[src/design/cltok_pkg.sv]
`timescale 1ns / 1ps
// ----------------------------------------------------------------------------
// cltok_pkg
// Types and constants shared by the command line tokenizer.
// ----------------------------------------------------------------------------
package cltok_pkg;

  // Default token limit per line
  localparam int MAX_TOKENS_DEFAULT = 64;

  // Results one byte can produce, and the width of an index into them
  localparam int RES_MAX   = 3;
  localparam int RES_IDX_W = 2;

  // Character codes
  localparam logic [7:0] CHAR_NUL   = 8'h00;
  localparam logic [7:0] CHAR_SPACE = 8'h20;
  localparam logic [7:0] CHAR_QUOTE = 8'h22;
  localparam logic [7:0] CHAR_STAR  = 8'h2A;
  localparam logic [7:0] CHAR_SLASH = 8'h2F;

  typedef enum logic [2:0] {
    MODE_WS     = 3'd0,
    MODE_TOKEN  = 3'd1,
    MODE_QUOTED = 3'd2,
    MODE_BLOCK  = 3'd3,
    MODE_DONE   = 3'd4
  } mode_t;

  typedef enum logic [1:0] {
    KIND_BYTE      = 2'd0,
    KIND_END_TOKEN = 2'd1,
    KIND_END_LINE  = 2'd2
  } kind_t;

  // Parser flags carried from byte to byte
  typedef struct packed {
    mode_t mode;
    logic  slash;
    logic  star;
  } flags_t;

  typedef struct packed {
    kind_t       kind;
    logic [7:0]  value;
    logic [5:0]  token_number;
    logic [6:0]  token_count;
  } result_t;

endpackage

[src/design/cltok_char_if.sv]
`timescale 1ns / 1ps
// ----------------------------------------------------------------------------
// cltok_char_if
// Valid/ready channel carrying one command line byte per transaction.
// ----------------------------------------------------------------------------
interface cltok_char_if;
  logic       valid;
  logic       ready;
  logic [7:0] char_byte;

  modport source (output valid, output char_byte, input ready);
  modport sink (input valid, input char_byte, output ready);
endinterface

[src/design/cltok_res_if.sv]
`timescale 1ns / 1ps
// ----------------------------------------------------------------------------
// cltok_res_if
// Valid/ready channel carrying one tokenizer result per transaction.
// ----------------------------------------------------------------------------
interface cltok_res_if;
  logic       valid;
  logic       ready;
  logic [1:0] kind;
  logic [7:0] value;
  logic [5:0] token_number;
  logic [6:0] token_count;
  logic       last;

  modport source (output valid, output kind, output value, output token_number,
                  output token_count, output last, input ready);
  modport sink (input valid, input kind, input value, input token_number,
                input token_count, input last, output ready);
endinterface

[src/design/cltok_step.sv]
`timescale 1ns / 1ps
// ----------------------------------------------------------------------------
// cltok_step
// Parser step for one byte: next flags, next token count and up to three
// results in transaction order.
// ----------------------------------------------------------------------------
module cltok_step import cltok_pkg::*; #(
  parameter int MAX_TOKENS = MAX_TOKENS_DEFAULT,
  parameter int CNT_W      = $clog2(MAX_TOKENS + 1)
) (
  input  flags_t               cur_flags,
  input  logic [CNT_W-1:0]     cur_cnt,
  input  logic [7:0]           char_byte,
  output flags_t               next_flags,
  output logic [CNT_W-1:0]     next_cnt,
  output result_t              res [RES_MAX],
  output logic [RES_IDX_W-1:0] res_num
);

  localparam int EXT_W = CNT_W + 7;
  localparam logic [CNT_W-1:0] LIMIT = CNT_W'(MAX_TOKENS);
  localparam logic [CNT_W-1:0] ONE   = CNT_W'(1);

  // Build one result; the count is reported in its low bits
  function automatic result_t mk(kind_t k, logic [7:0] v, logic [CNT_W-1:0] cnt,
                                 logic with_num);
    logic [EXT_W-1:0] cnt_ext;
    logic [EXT_W-1:0] num_ext;
    result_t r;
    cnt_ext = EXT_W'(cnt);
    num_ext = (cnt == '0) ? '0 : EXT_W'(cnt - ONE);
    r.kind = k;
    r.value = v;
    r.token_number = with_num ? num_ext[5:0] : 6'd0;
    r.token_count = cnt_ext[6:0];
    return r;
  endfunction

  logic is_nul, is_ws, is_quote, is_slash, is_star;
  logic do_tb, do_eol;

  assign is_nul   = (char_byte == CHAR_NUL);
  assign is_ws    = !is_nul && (char_byte <= CHAR_SPACE);
  assign is_quote = (char_byte == CHAR_QUOTE);
  assign is_slash = (char_byte == CHAR_SLASH);
  assign is_star  = (char_byte == CHAR_STAR);

  // Work through the byte in the order the results come out
  always_comb begin
    next_flags = cur_flags;
    next_cnt   = cur_cnt;
    res_num    = '0;
    do_tb      = 1'b0;
    do_eol     = 1'b0;
    for (int i = 0; i < RES_MAX; i++) begin
      res[i] = '0;
    end

    unique case (cur_flags.mode)
      MODE_WS: begin
        if (cur_flags.slash) begin
          next_flags.slash = 1'b0;
          if (is_slash) begin
            next_flags.mode = MODE_DONE;
          end else if (is_star) begin
            next_flags.mode = MODE_BLOCK;
            next_flags.star = 1'b1;
          end else begin
            // held slash becomes the first byte of a new token
            next_cnt = next_cnt + ONE;
            next_flags.mode = MODE_TOKEN;
            res[res_num] = mk(KIND_BYTE, CHAR_SLASH, next_cnt, 1'b1);
            res_num = res_num + 1'b1;
            do_tb = 1'b1;
          end
        end else if (is_nul) begin
          do_eol = 1'b1;
        end else if (is_ws) begin
          next_flags.mode = MODE_WS;
        end else if (is_slash) begin
          next_flags.slash = 1'b1;
        end else if (is_quote) begin
          next_cnt = next_cnt + ONE;
          next_flags.mode = MODE_QUOTED;
        end else begin
          next_cnt = next_cnt + ONE;
          next_flags.mode = MODE_TOKEN;
          res[res_num] = mk(KIND_BYTE, char_byte, next_cnt, 1'b1);
          res_num = res_num + 1'b1;
        end
      end
      MODE_TOKEN: begin
        if (cur_flags.slash) begin
          next_flags.slash = 1'b0;
          if (is_slash || is_star) begin
            // comment opener closes the token first
            res[res_num] = mk(KIND_END_TOKEN, 8'h00, next_cnt, 1'b1);
            res_num = res_num + 1'b1;
            if (is_slash || next_cnt >= LIMIT) begin
              next_flags.mode = MODE_DONE;
            end else begin
              next_flags.mode = MODE_BLOCK;
              next_flags.star = 1'b1;
            end
          end else begin
            res[res_num] = mk(KIND_BYTE, CHAR_SLASH, next_cnt, 1'b1);
            res_num = res_num + 1'b1;
            do_tb = 1'b1;
          end
        end else begin
          do_tb = 1'b1;
        end
      end
      MODE_QUOTED: begin
        if (is_nul || is_quote) begin
          res[res_num] = mk(KIND_END_TOKEN, 8'h00, next_cnt, 1'b1);
          res_num = res_num + 1'b1;
          next_flags.mode = (next_cnt >= LIMIT) ? MODE_DONE : MODE_WS;
          do_eol = is_nul;
        end else begin
          res[res_num] = mk(KIND_BYTE, char_byte, next_cnt, 1'b1);
          res_num = res_num + 1'b1;
        end
      end
      MODE_BLOCK: begin
        if (is_nul) begin
          do_eol = 1'b1;
        end else if (is_slash && cur_flags.star) begin
          next_flags.star = 1'b0;
          next_flags.mode = MODE_WS;
        end else begin
          next_flags.star = is_star;
        end
      end
      MODE_DONE: begin
        do_eol = is_nul;
      end
      default: begin
        do_eol = is_nul;
      end
    endcase

    // Byte inside a regular token with no slash held back
    if (do_tb) begin
      if (is_nul || is_ws || is_quote) begin
        res[res_num] = mk(KIND_END_TOKEN, 8'h00, next_cnt, 1'b1);
        res_num = res_num + 1'b1;
        next_flags.mode = (next_cnt >= LIMIT) ? MODE_DONE : MODE_WS;
        if (is_quote && next_cnt < LIMIT) begin
          next_cnt = next_cnt + ONE;
          next_flags.mode = MODE_QUOTED;
        end
        do_eol = is_nul;
      end else if (is_slash) begin
        next_flags.slash = 1'b1;
      end else begin
        res[res_num] = mk(KIND_BYTE, char_byte, next_cnt, 1'b1);
        res_num = res_num + 1'b1;
      end
    end

    // End of line: report the count, then back to the reset state
    if (do_eol) begin
      res[res_num] = mk(KIND_END_LINE, 8'h00, next_cnt, 1'b0);
      res_num = res_num + 1'b1;
      next_flags.mode = MODE_WS;
      next_flags.slash = 1'b0;
      next_flags.star = 1'b0;
      next_cnt = '0;
    end
  end

endmodule

[src/design/command_line_tokenizer.sv]
`timescale 1ns / 1ps
// ----------------------------------------------------------------------------
// command_line_tokenizer
// Path: each byte is held in the input register, its results in the result buffer.
// Throughput: one byte per cycle while each byte yields at most one result and
//   results are accepted; a byte with N results holds the input while they drain.
// Reset: synchronous rst clears the input register, result buffer and parser
//   state (skipping whitespace, no slash held, no tokens).
// ----------------------------------------------------------------------------
module command_line_tokenizer import cltok_pkg::*; #(
  parameter int MAX_TOKENS = MAX_TOKENS_DEFAULT
) (
  input  logic        clk,
  input  logic        rst,
  cltok_char_if.sink  chars,
  cltok_res_if.source results
);

  localparam int CNT_W = $clog2(MAX_TOKENS + 1);

  // Input register
  logic       in_vld;
  logic [7:0] in_byte;

  // Parser state
  flags_t           flags, flags_next;
  logic [CNT_W-1:0] cnt, cnt_next;

  // Result buffer
  result_t              res_buf [RES_MAX];
  result_t              step_res [RES_MAX];
  logic [RES_IDX_W-1:0] res_cnt, step_num, rd_ptr;

  logic out_valid, out_last, drain_ok, advance;

  cltok_step #(
    .MAX_TOKENS (MAX_TOKENS),
    .CNT_W      (CNT_W)
  ) u_step (
    .cur_flags  (flags),
    .cur_cnt    (cnt),
    .char_byte  (in_byte),
    .next_flags (flags_next),
    .next_cnt   (cnt_next),
    .res        (step_res),
    .res_num    (step_num)
  );

  // Handshake: the buffer refills on the cycle its last result leaves
  assign out_valid = (rd_ptr != res_cnt);
  assign out_last  = (rd_ptr + 1'b1 == res_cnt);
  assign drain_ok  = !out_valid || (results.ready && out_last);
  assign advance   = in_vld && drain_ok;
  assign chars.ready = !in_vld || advance;

  assign results.valid        = out_valid;
  assign results.kind         = res_buf[rd_ptr].kind;
  assign results.value        = res_buf[rd_ptr].value;
  assign results.token_number = res_buf[rd_ptr].token_number;
  assign results.token_count  = res_buf[rd_ptr].token_count;
  assign results.last         = out_last;

  // Input register
  always_ff @(posedge clk) begin
    if (rst) begin
      in_vld <= 1'b0;
    end else if (chars.ready) begin
      in_vld <= chars.valid;
    end
  end

  always_ff @(posedge clk) begin
    if (chars.ready) begin
      in_byte <= chars.char_byte;
    end
  end

  // Parser state and buffer control
  always_ff @(posedge clk) begin
    if (rst) begin
      flags   <= '{mode: MODE_WS, slash: 1'b0, star: 1'b0};
      cnt     <= '0;
      res_cnt <= '0;
      rd_ptr  <= '0;
    end else if (advance) begin
      flags   <= flags_next;
      cnt     <= cnt_next;
      res_cnt <= step_num;
      rd_ptr  <= '0;
    end else if (out_valid && results.ready) begin
      rd_ptr <= rd_ptr + 1'b1;
    end
  end

  // Result payload
  always_ff @(posedge clk) begin
    if (advance) begin
      res_buf <= step_res;
    end
  end

endmodule

[src/flat_wrapper.sv]
// flat-port wrapper written by rule: the top's interface ports become plain ports
module command_line_tokenizer_flat import cltok_pkg::*;
#(
  parameter int MAX_TOKENS = MAX_TOKENS_DEFAULT
)
  (clk, rst, chars_valid, chars_char_byte, chars_ready, results_valid, results_kind, results_value, results_token_number, results_token_count, results_last, results_ready);
  cltok_char_if chars_i ();
  cltok_res_if results_i ();
  input  logic clk;
  input  logic rst;
  input wire logic [$bits(chars_i.valid)-1:0] chars_valid;
  input wire logic [$bits(chars_i.char_byte)-1:0] chars_char_byte;
  output wire logic [$bits(chars_i.ready)-1:0] chars_ready;
  output wire logic [$bits(results_i.valid)-1:0] results_valid;
  output wire logic [$bits(results_i.kind)-1:0] results_kind;
  output wire logic [$bits(results_i.value)-1:0] results_value;
  output wire logic [$bits(results_i.token_number)-1:0] results_token_number;
  output wire logic [$bits(results_i.token_count)-1:0] results_token_count;
  output wire logic [$bits(results_i.last)-1:0] results_last;
  input wire logic [$bits(results_i.ready)-1:0] results_ready;
  assign chars_i.valid = chars_valid;
  assign chars_i.char_byte = chars_char_byte;
  assign chars_ready = chars_i.ready;
  assign results_valid = results_i.valid;
  assign results_kind = results_i.kind;
  assign results_value = results_i.value;
  assign results_token_number = results_i.token_number;
  assign results_token_count = results_i.token_count;
  assign results_last = results_i.last;
  assign results_i.ready = results_ready;
  command_line_tokenizer #(.MAX_TOKENS(MAX_TOKENS)) u_core (.clk(clk), .rst(rst), .chars(chars_i), .results(results_i));
endmodule
[config.mk]
export PLATFORM = sky130hd
export DESIGN_NAME = command_line_tokenizer_flat
export DESIGN_NICKNAME = d
export VERILOG_FILES = /design/src/design/cltok_pkg.sv /design/src/design/cltok_char_if.sv /design/src/design/cltok_res_if.sv /design/src/design/cltok_step.sv /design/src/design/command_line_tokenizer.sv /design/src/flat_wrapper.sv
export SDC_FILE = /design/constraint.sdc
export NUM_CORES = 1
export LEC_CHECK = 0
export ABC_AREA = 1
export BUFFER_PORTS_ARGS = -buffer_cell sky130_fd_sc_hd__buf_2
export CAP_MARGIN = 15
export CORE_ASPECT_RATIO = 1.75
export CORE_UTILIZATION = 63
export CTS_CLUSTER_SIZE = 16
export DETAILED_ROUTE_END_ITERATION = 7
export GPL_TIMING_DRIVEN = 0
export PLACE_DENSITY = 0.92
export SLEW_MARGIN = 20
export SYNTH_ARGS = -nofsm -noshare
export SYNTH_HDL_FRONTEND = slang
export SYNTH_SLANG_ARGS = --single-unit
[constraint.sdc]
create_clock -name clk -period 8.28 [get_ports clk]
set_input_delay 1.242 -clock clk [delete_from_list [all_inputs] [get_ports clk]]
set_output_delay 1.242 -clock clk [all_outputs]
set_load 0.01 [all_outputs]
## Word level (Yosys, flattened, before mapping)

Cells that the tools add are included.

| word-level totals | value |
|---|---|
| input port bits | 12 |
| output and inout port bits | 26 |
| memories | 0 |
| ROM bits | 0 |
| word-level logic and storage cells | 178 |
| latch bits | 0 |
| RAM bits | 0 |
| flip-flop bits (word level) | 94 |

| operators by class | value |
|---|---|
| shift operators | 0 |
| multiplexer cells | 97 |
| order comparisons | 9 |
| add/subtract/negate cells | 8 |
| reduce and logical (&&, ||, !) cells | 26 |
| equality and inequality tests | 15 |
| multiply operators | 0 |
| bitwise gates (word level) | 3 |
| div/mod/pow operators | 0 |

Operators with widths:

| operator | count |
|---|---|
| $mux 69 | 4 |
| $bwmux 69 | 3 |
| $mux 23 | 5 |
| $demux 23 s2 | 2 |
| $mux 21 | 4 |
| $mux 7 | 11 |
| $pmux 23 s3 | 1 |
| $mux 22 | 3 |
| $bmux 23 s2 | 1 |
| $mux 19 | 2 |
| $mux 3 | 12 |
| $mux 1 | 28 |
| $eq 8x6->1 const B | 3 |
| $logic_not 7->1 | 3 |
| $mux 6 | 3 |
| $sub 6x1->6 const B | 3 |
| $ne 3x3->1 const B | 5 |
| $add 7x1->7 const B | 2 |
| $ge 7x7->1 const B | 2 |
| $mux 2 | 7 |
| $mux 4 | 3 |
| $pmux 3 s4 | 1 |
| $mux 5 | 2 |
| $ge 3x3->1 const B | 3 |
| other kinds (22) | 45 |

## Longest topological paths before layout

Gate-level depths: netlist of run 1.

| depth | value |
|---|---|
| word-level depth | 18 |
| depth in mapped cells | 22 |
| depth with buffers taken out | 22 |

## Modules after synthesis

A second synthesis of run 1 with hierarchy kept.

| second synthesis, totals | value |
|---|---|
| cells, all modules | 802 |
| area total of the unflattened synthesis | 6272.3 µm² |

By module, submodules not included:

| module | sequential area each (µm²) | cells an instance | area each (µm²) | instances |
|---|---|---|---|---|
| command_line_tokenizer | 2652.5 | 308 | 3706.1 | 1 |
| cltok_step | 0.0 | 494 | 2566.2 | 1 |

## Worst setup path after synthesis of run 1

No wires, ideal clock.

| path | value |
|---|---|
| path kind | input port to flip-flop |
| from | in results_ready |
| to | reg u_core.res_cnt[1] |
| stages on the path | 6 |
| path buffers | 0 |
| path slack | 5.164 ns |
| data arrival time | 3.027 ns |
| setup time | 0.088 ns |
| required time | 8.192 ns |
| cell sequence | nand2_1 -> nand2_1 -> nand2_1 -> inv_1 -> nand3_1 -> o221ai_1 |

| on the way | value |
|---|---|
| cells in the longest elaborated chain, start to end | 3 |

RTL lines:

| what | RTL line | text |
|---|---|---|
| from (decl) | flat_wrapper.sv:20 | `input wire logic [$bits(results_i.ready)-1:0] results_ready;` |
| $logic_and 1x1->1 | command_line_tokenizer.sv:52 | `assign drain_ok = !out_valid \|\| (results.ready && out_last);` |
| $logic_or 1x1->1 | command_line_tokenizer.sv:52 |  |
| $logic_and 1x1->1 | command_line_tokenizer.sv:53 | `assign advance = in_vld && drain_ok;` |
| named net u_core.advance | command_line_tokenizer.sv:34 | `logic out_valid, out_last, drain_ok, advance;` |
| to (signal assigned) | command_line_tokenizer.sv:88 | `res_cnt <= step_num;` |
| to (decl) | command_line_tokenizer.sv:32 | `logic [RES_IDX_W-1:0] res_cnt, step_num, rd_ptr;` |

The timed path passes the listed nets, and every way through them passes these cells.
A chain may end at the register's enable or synchronous reset.

==> results of run 1 <==
-- synthesized netlist by cell type (2+ instances only) --
cell type  number  share of area, %
nand2_1       118               8.7
o21ai_1         7              0.68
clkbuf_1        9              0.66
nor2_4          2              0.44
xnor2_1         4              0.68
ha_1           12               2.9
nor2_2         11               1.3
o221ai_1        2              0.34
buf_1           2              0.15
a21oi_1        35               3.4
edfxtp_1       62                36
nand4_1         8              0.98
buf_2           5              0.49
o21ai_0        39               3.8
nand3_1        49               4.8
inv_2          16               1.2
a31oi_1         3              0.37
nor2_1         99               7.3
inv_1          62               4.5
o2111ai_1       2              0.34
dfxtp_1        17               6.7
clkinv_1        2              0.15
nor3_1         10              0.98
o211ai_1        2              0.29
nand2_2        16               2.0
o22ai_1        14               1.7
nand2_4         8               1.8
a211oi_1        2              0.29
xor2_1          9               1.5
o31ai_1         8               1.2
nand3_2         3              0.59
-- how the worst min path moves through the flow --
stage                      endpoint  slack, ns  cells past startpoint
floorplan           u_core.flags[0]       0.44                      2
global placement    u_core.flags[0]       0.45                      2
detailed placement  u_core.flags[0]       0.45                      2
CTS                 u_core.flags[0]       0.47                      2
global route        u_core.flags[0]       0.48                      2
finish              u_core.flags[0]       0.46                      2
-- per-layer routing --
layer / share of wire (%) / vias to the layer above
li1: - / 2308
met1: 35 / 2302
met2: 53 / 273
met3: 6.2 / 79
met4: 5.9 / 0
met5: 0 / -
-- final cells by class --
cell class	count	area, sq um
well taps	90	113
plain buffers	18	85.1
inverters	81	307
flip-flops and latches	79	2200
clock inverters	7	119
repair buffers	38	205
clock buffers	9	225
fillers	602	2130
multi-input cells	476	2520
-- power by group through the flow --
stage	sequential, mW	combinational, mW	clock [mW]
global route	0.490	0.327	0.472
CTS	0.487	0.292	0.455
finish	0.488	0.298	0.456
global placement	0.495	0.274	0
floorplan	0.490	0.204	0
detailed placement	0.495	0.287	0
-- registers in the layout, summed over array words and instances, names as in the netlist --
| signal | cells |
|---|---|
| u_core.res_buf | 54 |
| u_core.in_byte | 8 |
| u_core.cnt | 7 |
| u_core.flags | 5 |
| u_core.in_vld | 1 |
| u_core.res_cnt | 2 |
| u_core.rd_ptr | 2 |
-- per-stage QoR --
step	worst slack, ns	instance area, sq um	utilization (%)	hold slack [ns]
after global placement	4.59	5410	68.5	0.453
final	4.58	5780	73.1	0.463
after detailed placement	4.71	5430	68.7	0.455
after global routing	4.32	5780	73.1	0.481
after floorplan	5.16	5120	-	0.437
after CTS	4.67	5780	73.1	0.465
-- worst max-delay path, stage by stage, from the launching register on --
cell and delay [ns]:
edfxtp_1 0.44, inv_2 0.11, nand2_2 0.06, nor2_4 0.20
nand2_1 0.18, inv_1 0.16, nor2_2 0.08, nand2_2 0.12
nand2_4 0.11, ha_1 0.29, a21oi_1 0.12, o21ai_1 0.16
ha_1 0.23, nand2_1 0.22, inv_1 0.15, nor2_1 0.21
inv_2 0.13, buf_2 0.23, nor3_1 0.25
-- placed cells by master, fill, tap and decap left out, types with 2 or more instances in the layout --
| cell | netlist | routed |
|---|---|---|
| a211oi_1 | 2 | 2 |
| a21oi_1 | 35 | 35 |
| a31oi_1 | 3 | 3 |
| buf_1 | 2 | 2 |
| buf_2 | 5 | 42 |
| bufinv_16 | 0 | 3 |
| clkbuf_1 | 9 | 9 |
| clkbuf_16 | 0 | 9 |
| clkinv_1 | 2 | 3 |
| dfxtp_1 | 17 | 17 |
| edfxtp_1 | 62 | 62 |
| ha_1 | 12 | 12 |
| inv_1 | 62 | 61 |
| inv_2 | 16 | 17 |
| nand2_1 | 118 | 118 |
| nand2_2 | 16 | 16 |
| nand2_4 | 8 | 8 |
| nand3_1 | 49 | 49 |
| nand3_2 | 3 | 3 |
| nand4_1 | 8 | 8 |
| nor2_1 | 99 | 99 |
| nor2_2 | 11 | 11 |
| nor2_4 | 2 | 2 |
| nor3_1 | 10 | 10 |
| o2111ai_1 | 2 | 2 |
| o211ai_1 | 2 | 2 |
| o21ai_0 | 39 | 39 |
| o21ai_1 | 7 | 7 |
| o221ai_1 | 2 | 2 |
| o22ai_1 | 14 | 14 |
| o31ai_1 | 8 | 8 |
| xnor2_1 | 4 | 4 |
| xor2_1 | 9 | 9 |
-- kinds of logic (layout without fill, tap and decap cells) --
kind of cell / after synthesis / count (layout) / synth area share (%)
flip-flops: 79 / 79 / 43.0
AO/OA/AOI/OAI: 121 / 121 / 13.8
XOR/XNOR: 15 / 15 / 2.86
adder cells (fa/ha/maj): 12 / 12 / 2.93
AND/OR/NAND/NOR: 328 / 328 / 29.7
buffers and inverters: 99 / 153 / 7.65
==> results.cfg, run 1 <==
[timing]
fin_tns_setup_ns = 0
setup_viol = 0
slew_viol_final = 0
timing.final.crit_share_pct = 44.7
rsz0062_at_grt = false
hold_violations = 0
finalCriticalPeriod_ns = 3.70
clock_skew_ns = 0.00993
tightestPinTransition_ns = 0.618
timing.slew.headroom_pct = 58.8
fmax_ghz = 0.270

[cts]
cts-root-buf = clkbuf_16
clk_path_buf_depth = 2
cts_resized = 0
worst_skew_pair.late_latency_ns = 0.34
htree_levels = 3
cts_buffers = 9
clkTransAtPathRegs_ns = 0.06
cts_sinks = 79
post_cts_buffers = 0
cts_hold_buffers = 0
tritoncts = built

[routing]
post_drt_wl_per_cell_um = 18.0
drc = 0
drtPass1Iterations = 6
drt_wl_total_um = 14300
num_vias = 4962
antenna_left = 0
via_per_inst = 6.22
drt_iter0_drc = 645

[global_route]
antenna_found_initial = 0
grt_max_degree = 36
use_met1_pct = 36.5
grt_pass1_wl_um = 23100
grtUsageTotal_pct = 35.0
busiest_layer = met2
grt_remaining_overflow = 0
grt_pass1_vias = 4911
use_met3_pct = 5.65
grtUsageMet2_pct = 63.4

[floorplanning]
die_area_sq_mm = 0.00850
io_pins = 38
rows = 43
die_h_um = 121
core_sq_mm = 0.00791
start_util_pct = 64.7
fp.dieW_um = 70.1

[setup_path]
r2r_cells = 18
r2r-end = u_core.res_buf[39]
crit_fanout = 10
start_kind = register
rrSetupSlack_ns = 4.58
crit_start = u_core.in_byte[4]
critPathArrivalTime_ns = 3.84
crit_path_end = u_core.res_buf[39]
cp-end-kind = register
crit_type = register to register
regToRegStartpoint = u_core.in_byte[4]
critPathRequiredTime_ns = 8.42

[logic_synthesis]
syn-num-nets = 678
async_reset_ff_share_pct = 0
synthesis.area_sq_mm = 0.00512
synth_cell_types = 47
yosys_most_used_dff = edfxtp_1
ys_seq_area_share_pct = 43.0
synth_seq_cells = 79
synth.avg_cell_area_sq_um = 7.82
synthCells = 654
synth_edf_count = 62
ys_warn_count = 0

[placed_design]
dpl.hpwl_um = 10600
place_inst = 782
portBuffers = 37
gp_congestion = 0.972

[run_status]
status = finished clean

[pwr]
p_switching_mw = 0.381
seqPwrFrac_pct = 39.3
swShare_pct = 30.7
intPower_mw = 0.860
peakVddDrop_mv = 0.125
power_mw = 1.24
combPwrFrac_pct = 24.0
p_clk_share_pct = 36.7
p_leak_nw = 2.61
power_density_mw_per_mm2 = 215

[finish]
area_delta_synth_final_pct = 12.9
antenna_cells = 0
final_cells = 798
fin_nets = 727
drive_above_1_share_pct = 17.8

[worst_hold_path]
hp-class = register to register
hp-start = u_core.flags[0]

[run]
cap_violations = 0
Note: power is estimated with default switching activity, not from simulation.
==> run 2: changes to the inputs <==
--- a/config.mk
+++ b/config.mk
@@ -5,15 +5,15 @@
 export SDC_FILE = /design/constraint.sdc
 export NUM_CORES = 1
 export LEC_CHECK = 0
-export ABC_AREA = 1
+export ABC_AREA = 0
 export BUFFER_PORTS_ARGS = -buffer_cell sky130_fd_sc_hd__buf_2
 export CAP_MARGIN = 15
 export CORE_ASPECT_RATIO = 1.75
-export CORE_UTILIZATION = 63
+export CORE_UTILIZATION = 61
 export CTS_CLUSTER_SIZE = 16
 export DETAILED_ROUTE_END_ITERATION = 7
 export GPL_TIMING_DRIVEN = 0
-export PLACE_DENSITY = 0.92
+export PLACE_DENSITY = 0.9
 export SLEW_MARGIN = 20
 export SYNTH_ARGS = -nofsm -noshare
 export SYNTH_HDL_FRONTEND = slang
==> constraint.sdc (replaced) <==
create_clock -name clk -period 3.87 [get_ports clk]
set_input_delay 0.5805 -clock clk [delete_from_list [all_inputs] [get_ports clk]]
set_output_delay 0.5805 -clock clk [all_outputs]
set_load 0.01 [all_outputs]
==> results.cfg, run 2 <==
[logic_synthesis]
yosys_most_used_dff = edfxtp_1
synthMuxAreaShare_pct = 5.70
ys_warn_count = 0
yosys-top-cells-count = nor2_1, edfxtp_1, nand2_1, o21ai_0, clkbuf_1
synth_seq_cells = 79
synth.avg_cell_area_sq_um = 9.36
yosys-top-cells-area = edfxtp_1, dfxtp_1, nor2_1, mux2i_1, nand2_1
ys_seq_area_share_pct = 42.3
synth_top_area_cell = edfxtp_1
netlist.area_leader.share_pct = 35.8
synth-simple-area-share_pct = 22.9
synth_fa_ha_area_share_pct = 2.88
synth.most_common_cell = nor2_1
synth-compound-area-share_pct = 17.9
synth_top_family_by_area = simple AND/OR/NAND/NOR gates
synthCells = 556
synth_cell_types = 76
synthesis.area_sq_mm = 0.00521
synth_edf_count = 62
async_reset_ff_share_pct = 0
syn-num-nets = 580
synth_xor_area_share_pct = 4.21

[finish]
fin_nets = 634
top_regs = u_core.res_buf: 54 flops, u_core.in_byte: 8 flops, u_core.cnt: 7 flops
largest_reg_flops = 54
drive_above_1_share_pct = 16.1
final_cells = 707
fin_area_sq_mm = 0.00593
mostFrequentLayoutCells = nor2_1, edfxtp_1, nand2_1
final_common_cell = nor2_1
area_delta_synth_final_pct = 14.0
fill_cells = 660
fin_util_pct = 71.8
antenna_cells = 0
multiInputGateArea_sq_mm = 0.00286
seq_area_sq_mm = 0.00220
regMostFlops = u_core.res_buf

[pwr]
swShare_pct = 32.8
seqPwrFrac_pct = 39.6
p_leak_nw = 2.13
p_switching_mw = 0.881
peakVddDrop_mv = 0.437
power_density_mw_per_mm2 = 452
intPower_mw = 1.80
p_clk_share_pct = 32.5
combPwrFrac_pct = 28.0

[cts]
cts_hold_buffers = 0
clkTransAtPathRegs_ns = 0.06
htree_levels = 3
cts-root-buf = clkbuf_16
cts_sinks = 79
tritoncts = built
worst_skew_pair.late_latency_ns = 0.35
clk_path_buf_depth = 2
cts_buffers = 9

[timing]
tightestPinTransition_ns = 1.16
worst_slack_ns = 0.0997
timing.final.crit_share_pct = 97.4
clock_skew_ns = 0.00762
hold_violations = 0
setup_viol = 0
timing.slew.headroom_pct = 22.1
fmax_ghz = 0.265
finalCriticalPeriod_ns = 3.77
slew_viol_final = 0

[worst_hold_path]
hp-class = input port to register

[routing]
drc = 0
antenna_left = 0
drt_iter0_drc = 410
num_vias = 4619
post_drt_wl_per_cell_um = 20.6
drtPass1Iterations = 5
via_per_inst = 6.53
drt_wl_total_um = 14600

[run]
cap_violations = 0

[setup_path]
cp-end-kind = register
crit_fanout = 10
crit_type = register to register
critPathRequiredTime_ns = 3.94
critPathArrivalTime_ns = 3.85
start_kind = register

[global_route]
grt_pass1_vias = 4410
antenna_found_initial = 0
grt_max_degree = 64
grtUsageTotal_pct = 33.4
grt_remaining_overflow = 0
grt_pass1_wl_um = 22300

[placed_design]
dpl.hpwl_um = 10800
place_area_sq_mm = 0.00551
portBuffers = 36
gp_congestion = 0.994
dp_slack_ns = -0.347
place_inst = 684

[floorplanning]
die_h_um = 124
rows = 44
io_pins = 38
fp.dieW_um = 71.8
die_area_sq_mm = 0.00892
start_util_pct = 63.0
core_sq_mm = 0.00826

[run_status]
status = finished clean
[run 2: cell types whose count changed after synthesis, sizes merged, moves of 19 or more]
cell / previous run / this run
nand3: 52 / 14
nand2: 143 / 48
and2: 0 / 19
nor2: 112 / 78
inv: 79 / 17
mux2i: 0 / 27
clkbuf: 9 / 29
[run 2: power by group through the flow]
stage                     clock (mW)  sequential [mW]  combinational [mW]
final                          0.870             1.06               0.751
after floorplan                    0             1.07               0.495
after detailed placement           0             1.08               0.707
after global placement             0             1.08               0.688
after global routing           0.898             1.07               0.811
after CTS                      0.876             1.06               0.723
[run 2: metrics by stage]
step	hold WS [ns]	setup TNS, ns	total power [mW]
after detailed placement	0.516	-3.92	1.79
final	0.402	0	2.68
after CTS	0.402	0	2.66
after global routing	0.406	-0.0344	2.78
after floorplan	0.476	0	1.57
after global placement	0.506	-37.33	1.77
[run 2: layer usage]
| metal | GRT usage [%] | vias up | routed length, um |
|---|---|---|---|
| met4 | 22.7 | 0 | 953 |
| met5 | 0 | - | 0 |
| li1 | - | 2157 | - |
| met1 | 34.7 | 2218 | 5300 |
| met2 | 59.9 | 182 | 7730 |
| met3 | 4.46 | 62 | 574 |
[run 2: path summary, 6_finish.rpt]
| kind | startpoint | to | slack (ns) | cells past startpoint |
|---|---|---|---|---|
| hold / removal | chars_char_byte[1] | u_core.in_byte[1] | 0.40 | 1 |
| setup reg to reg | u_core.in_byte[4] | u_core.res_buf[50] | 0.1 | 12 |
| setup / recovery | u_core.in_byte[4] | u_core.res_buf[50] | 0.1 | 12 |
| hold reg to reg | u_core.res_cnt[1] | u_core.res_cnt[1] | 0.53 | 2 |
[run 2: final cells by class]
cell class / instances / share of cell area (%)
Clock buffer: 9 / 3.80
Clock inverter: 7 / 1.35
Timing Repair Buffer: 43 / 3.92
Multi-Input combinational cell: 425 / 48.1
Tap cell: 92 / 1.94
Sequential cell: 79 / 37.1
Inverter: 17 / 1.12
Buffer: 35 / 2.64
[run 2: timing repair]
action / in CTS / in global routing
pin swaps: 0 / 2
setup endpoints to repair: 34 / 29
setup buffers: 0 / 7
gates resized for setup: 9 / 7
[run 2: cell families (layout without fill, tap and decap cells)]
kind of cell / count (synthesis) / count (layout)
AO/OA/AOI/OAI: 133 / 133
flip-flops: 79 / 79
XOR/XNOR: 22 / 22
AND/OR/NAND/NOR: 229 / 229
buffers and inverters: 52 / 111
adder cells (fa/ha/maj): 12 / 12
multiplexers: 29 / 29
[run 2: worst max-delay path, stage by stage (launching register included)]
cell and delay [ns]:
edfxtp_1 0.48, or4b_4 0.59, buf_6 0.17, nor4_4 0.25
inv_1 0.14, ha_1 0.31, o32ai_1 0.29, nor2_4 0.17
inv_2 0.23, ha_1 0.22, o211ai_1 0.11, xnor2_1 0.36
a21oi_1 0.16
==> run 3: changes to the inputs <==
--- a/config.mk
+++ b/config.mk
@@ -9,11 +9,12 @@
 export BUFFER_PORTS_ARGS = -buffer_cell sky130_fd_sc_hd__buf_2
 export CAP_MARGIN = 15
 export CORE_ASPECT_RATIO = 1.75
-export CORE_UTILIZATION = 61
+export CORE_MARGIN = 5
+export CORE_UTILIZATION = 55
 export CTS_CLUSTER_SIZE = 16
 export DETAILED_ROUTE_END_ITERATION = 7
 export GPL_TIMING_DRIVEN = 0
-export PLACE_DENSITY = 0.9
+export PLACE_DENSITY = 0.86
 export SLEW_MARGIN = 20
 export SYNTH_ARGS = -nofsm -noshare
 export SYNTH_HDL_FRONTEND = slang
==> constraint.sdc (replaced) <==
create_clock -name clk -period 3.23 [get_ports clk]
set_input_delay 0.4845 -clock clk [delete_from_list [all_inputs] [get_ports clk]]
set_output_delay 0.4845 -clock clk [all_outputs]
set_load 0.01 [all_outputs]
==> results.cfg, run 3 (synthesis results as in run 2) <==
[floorplanning]
start_util_pct = 55.7
die_h_um = 139
fp.dieW_um = 83.5
core_sq_mm = 0.00935
io_pins = 38
rows = 47
die_area_sq_mm = 0.0116

[cts]
tritoncts = built
clk_path_buf_depth = 2
htree_levels = 3
clkTransAtPathRegs_ns = 0.07
worst_skew_pair.late_latency_ns = 0.35
cts-root-buf = clkbuf_16
cts_buffers = 9
cts_hold_buffers = 0
cts_sinks = 79

[setup_path]
rrSetupSlack_ns = -0.08
r2r_cells = 12
critPathArrivalTime_ns = 3.38
start_kind = register
crit_type = register to register
critPathRequiredTime_ns = 3.31
cp-end-kind = register
crit_fanout = 7

[finish]
fin_nets = 669
fill_cells = 674
drive_above_1_share_pct = 28.9
regMostFlops = u_core.res_buf
largest_reg_flops = 54
area_delta_synth_final_pct = 28.0
mostFrequentLayoutCells = nor2_1, edfxtp_1, nand2_1
top_regs = u_core.res_buf: 54 flops, u_core.in_byte: 8 flops, u_core.cnt: 7 flops
antenna_cells = 0
final_common_cell = nor2_1

[pwr]
power_mw = 3.43
peakVddDrop_mv = 0.417
p_leak_nw = 2.41
power_density_mw_per_mm2 = 515

[timing]
clock_skew_ns = 0.00930
tightestPinTransition_ns = 0.996
setup_viol = 9
rsz0062_at_grt = true
timing.final.crit_share_pct = 102
hold_violations = 0
timing.slew.headroom_pct = 33.3
slew_viol_final = 0
worst_slack_ns = -0.0752
fmax_ghz = 0.303
finalCriticalPeriod_ns = 3.31

[run_status]
violations = negative setup slack
status = finished with violations

[run]
cap_violations = 0

[global_route]
grtUsageTotal_pct = 28.5
grt_max_degree = 64
grt_pass1_vias = 4887
antenna_found_initial = 0
grt_remaining_overflow = 0
grt_pass1_wl_um = 25800

[routing]
post_drt_wl_per_cell_um = 22.1
antenna_left = 0
drt_wl_total_um = 17000
num_vias = 4999
via_per_inst = 6.48
drc = 0
drtPass1Iterations = 5
drt_iter0_drc = 482

[placed_design]
dp_slack_ns = -0.657
gp_congestion = 0.987
dpl.hpwl_um = 11600
portBuffers = 36

[worst_hold_path]
hp-class = input port to register
min_path_cells = 1
[run 3: cell types whose count changed in the layout (fill, tap and decap cells not counted), sizes merged]
| cell | before | now |
|---|---|---|
| clkbuf | 37 | 35 |
| buf | 50 | 89 |
| inv | 20 | 18 |
| clkinvlp | 1 | 3 |
| clkinv | 2 | 1 |
| bufinv | 1 | 0 |
[run 3: layer usage]
layer  global-route usage [%]  vias to the layer above  share of wire (%)
met1                     31.3                     2415                 36
met4                     17.5                        0                6.4
met5                        0                        -                  0
met2                     51.3                      267                 53
met3                     3.69                       87                5.4
li1                         -                     2230                  -
[run 3: worst paths after layout]
kind	start	to
worst max register to register	u_core.in_byte[6]	u_core.res_buf[50]
worst max-delay path	u_core.in_byte[6]	u_core.res_buf[50]
worst min register to register	u_core.res_cnt[1]	u_core.res_cnt[1]
worst min-delay path	chars_char_byte[6]	u_core.in_byte[6]
[run 3: what timing repair did]
action / 4_1_cts / 5_1_grt
buffers inserted: 33 / 14
pin swaps: 20 / 41
resized for setup: 40 / 51
setup endpoints to repair: 61 / 58
[run 3: through the flow]
stage	utilization, %	TNS [ns]	hold slack [ns]	cell area, sq um	cells
after global placement	59.9	-20.75	0.505	5600	714
after global routing	71.3	-1.85	0.306	6670	772
after CTS	68.1	-0.620	0.311	6360	762
final	71.3	-0.221	0.310	6670	772
after floorplan	-	-0.0220	0.476	5260	556
after detailed placement	59.9	-22.20	0.520	5600	714
[run 3: layout make-up]
type / count / area (sq um) / share of cell area (%)
repair buffers: 83 / 576 / 8.64
clock buffers: 11 / 253 / 3.79
clock inverters: 5 / 40.0 / 0.601
flip-flops and latches: 79 / 2200 / 33.0
well taps: 122 / 153 / 2.29
multi-input cells: 425 / 3210 / 48.2
inverters: 17 / 73.8 / 1.11
plain buffers: 30 / 156 / 2.35
[run 3: critical path, cell delays in order (launching register included)]
cell and delay, ns:
edfxtp_1 0.39, or4b_4 0.61, buf_6 0.15, nor4_4 0.26, inv_2 0.10, ha_4 0.28
o32ai_4 0.08, nor2_4 0.38, inv_4 0.11, ha_4 0.20, o211ai_1 0.17, xnor2_2 0.19
a21oi_1 0.12
[run 3: power by group]
part           switching (mW)  total, mW  internal (mW)
Clock                   0.433       1.00          0.567
Sequential             0.0521       1.28           1.22
Combinational           0.684       1.16          0.471
Total                    1.17       3.43           2.26
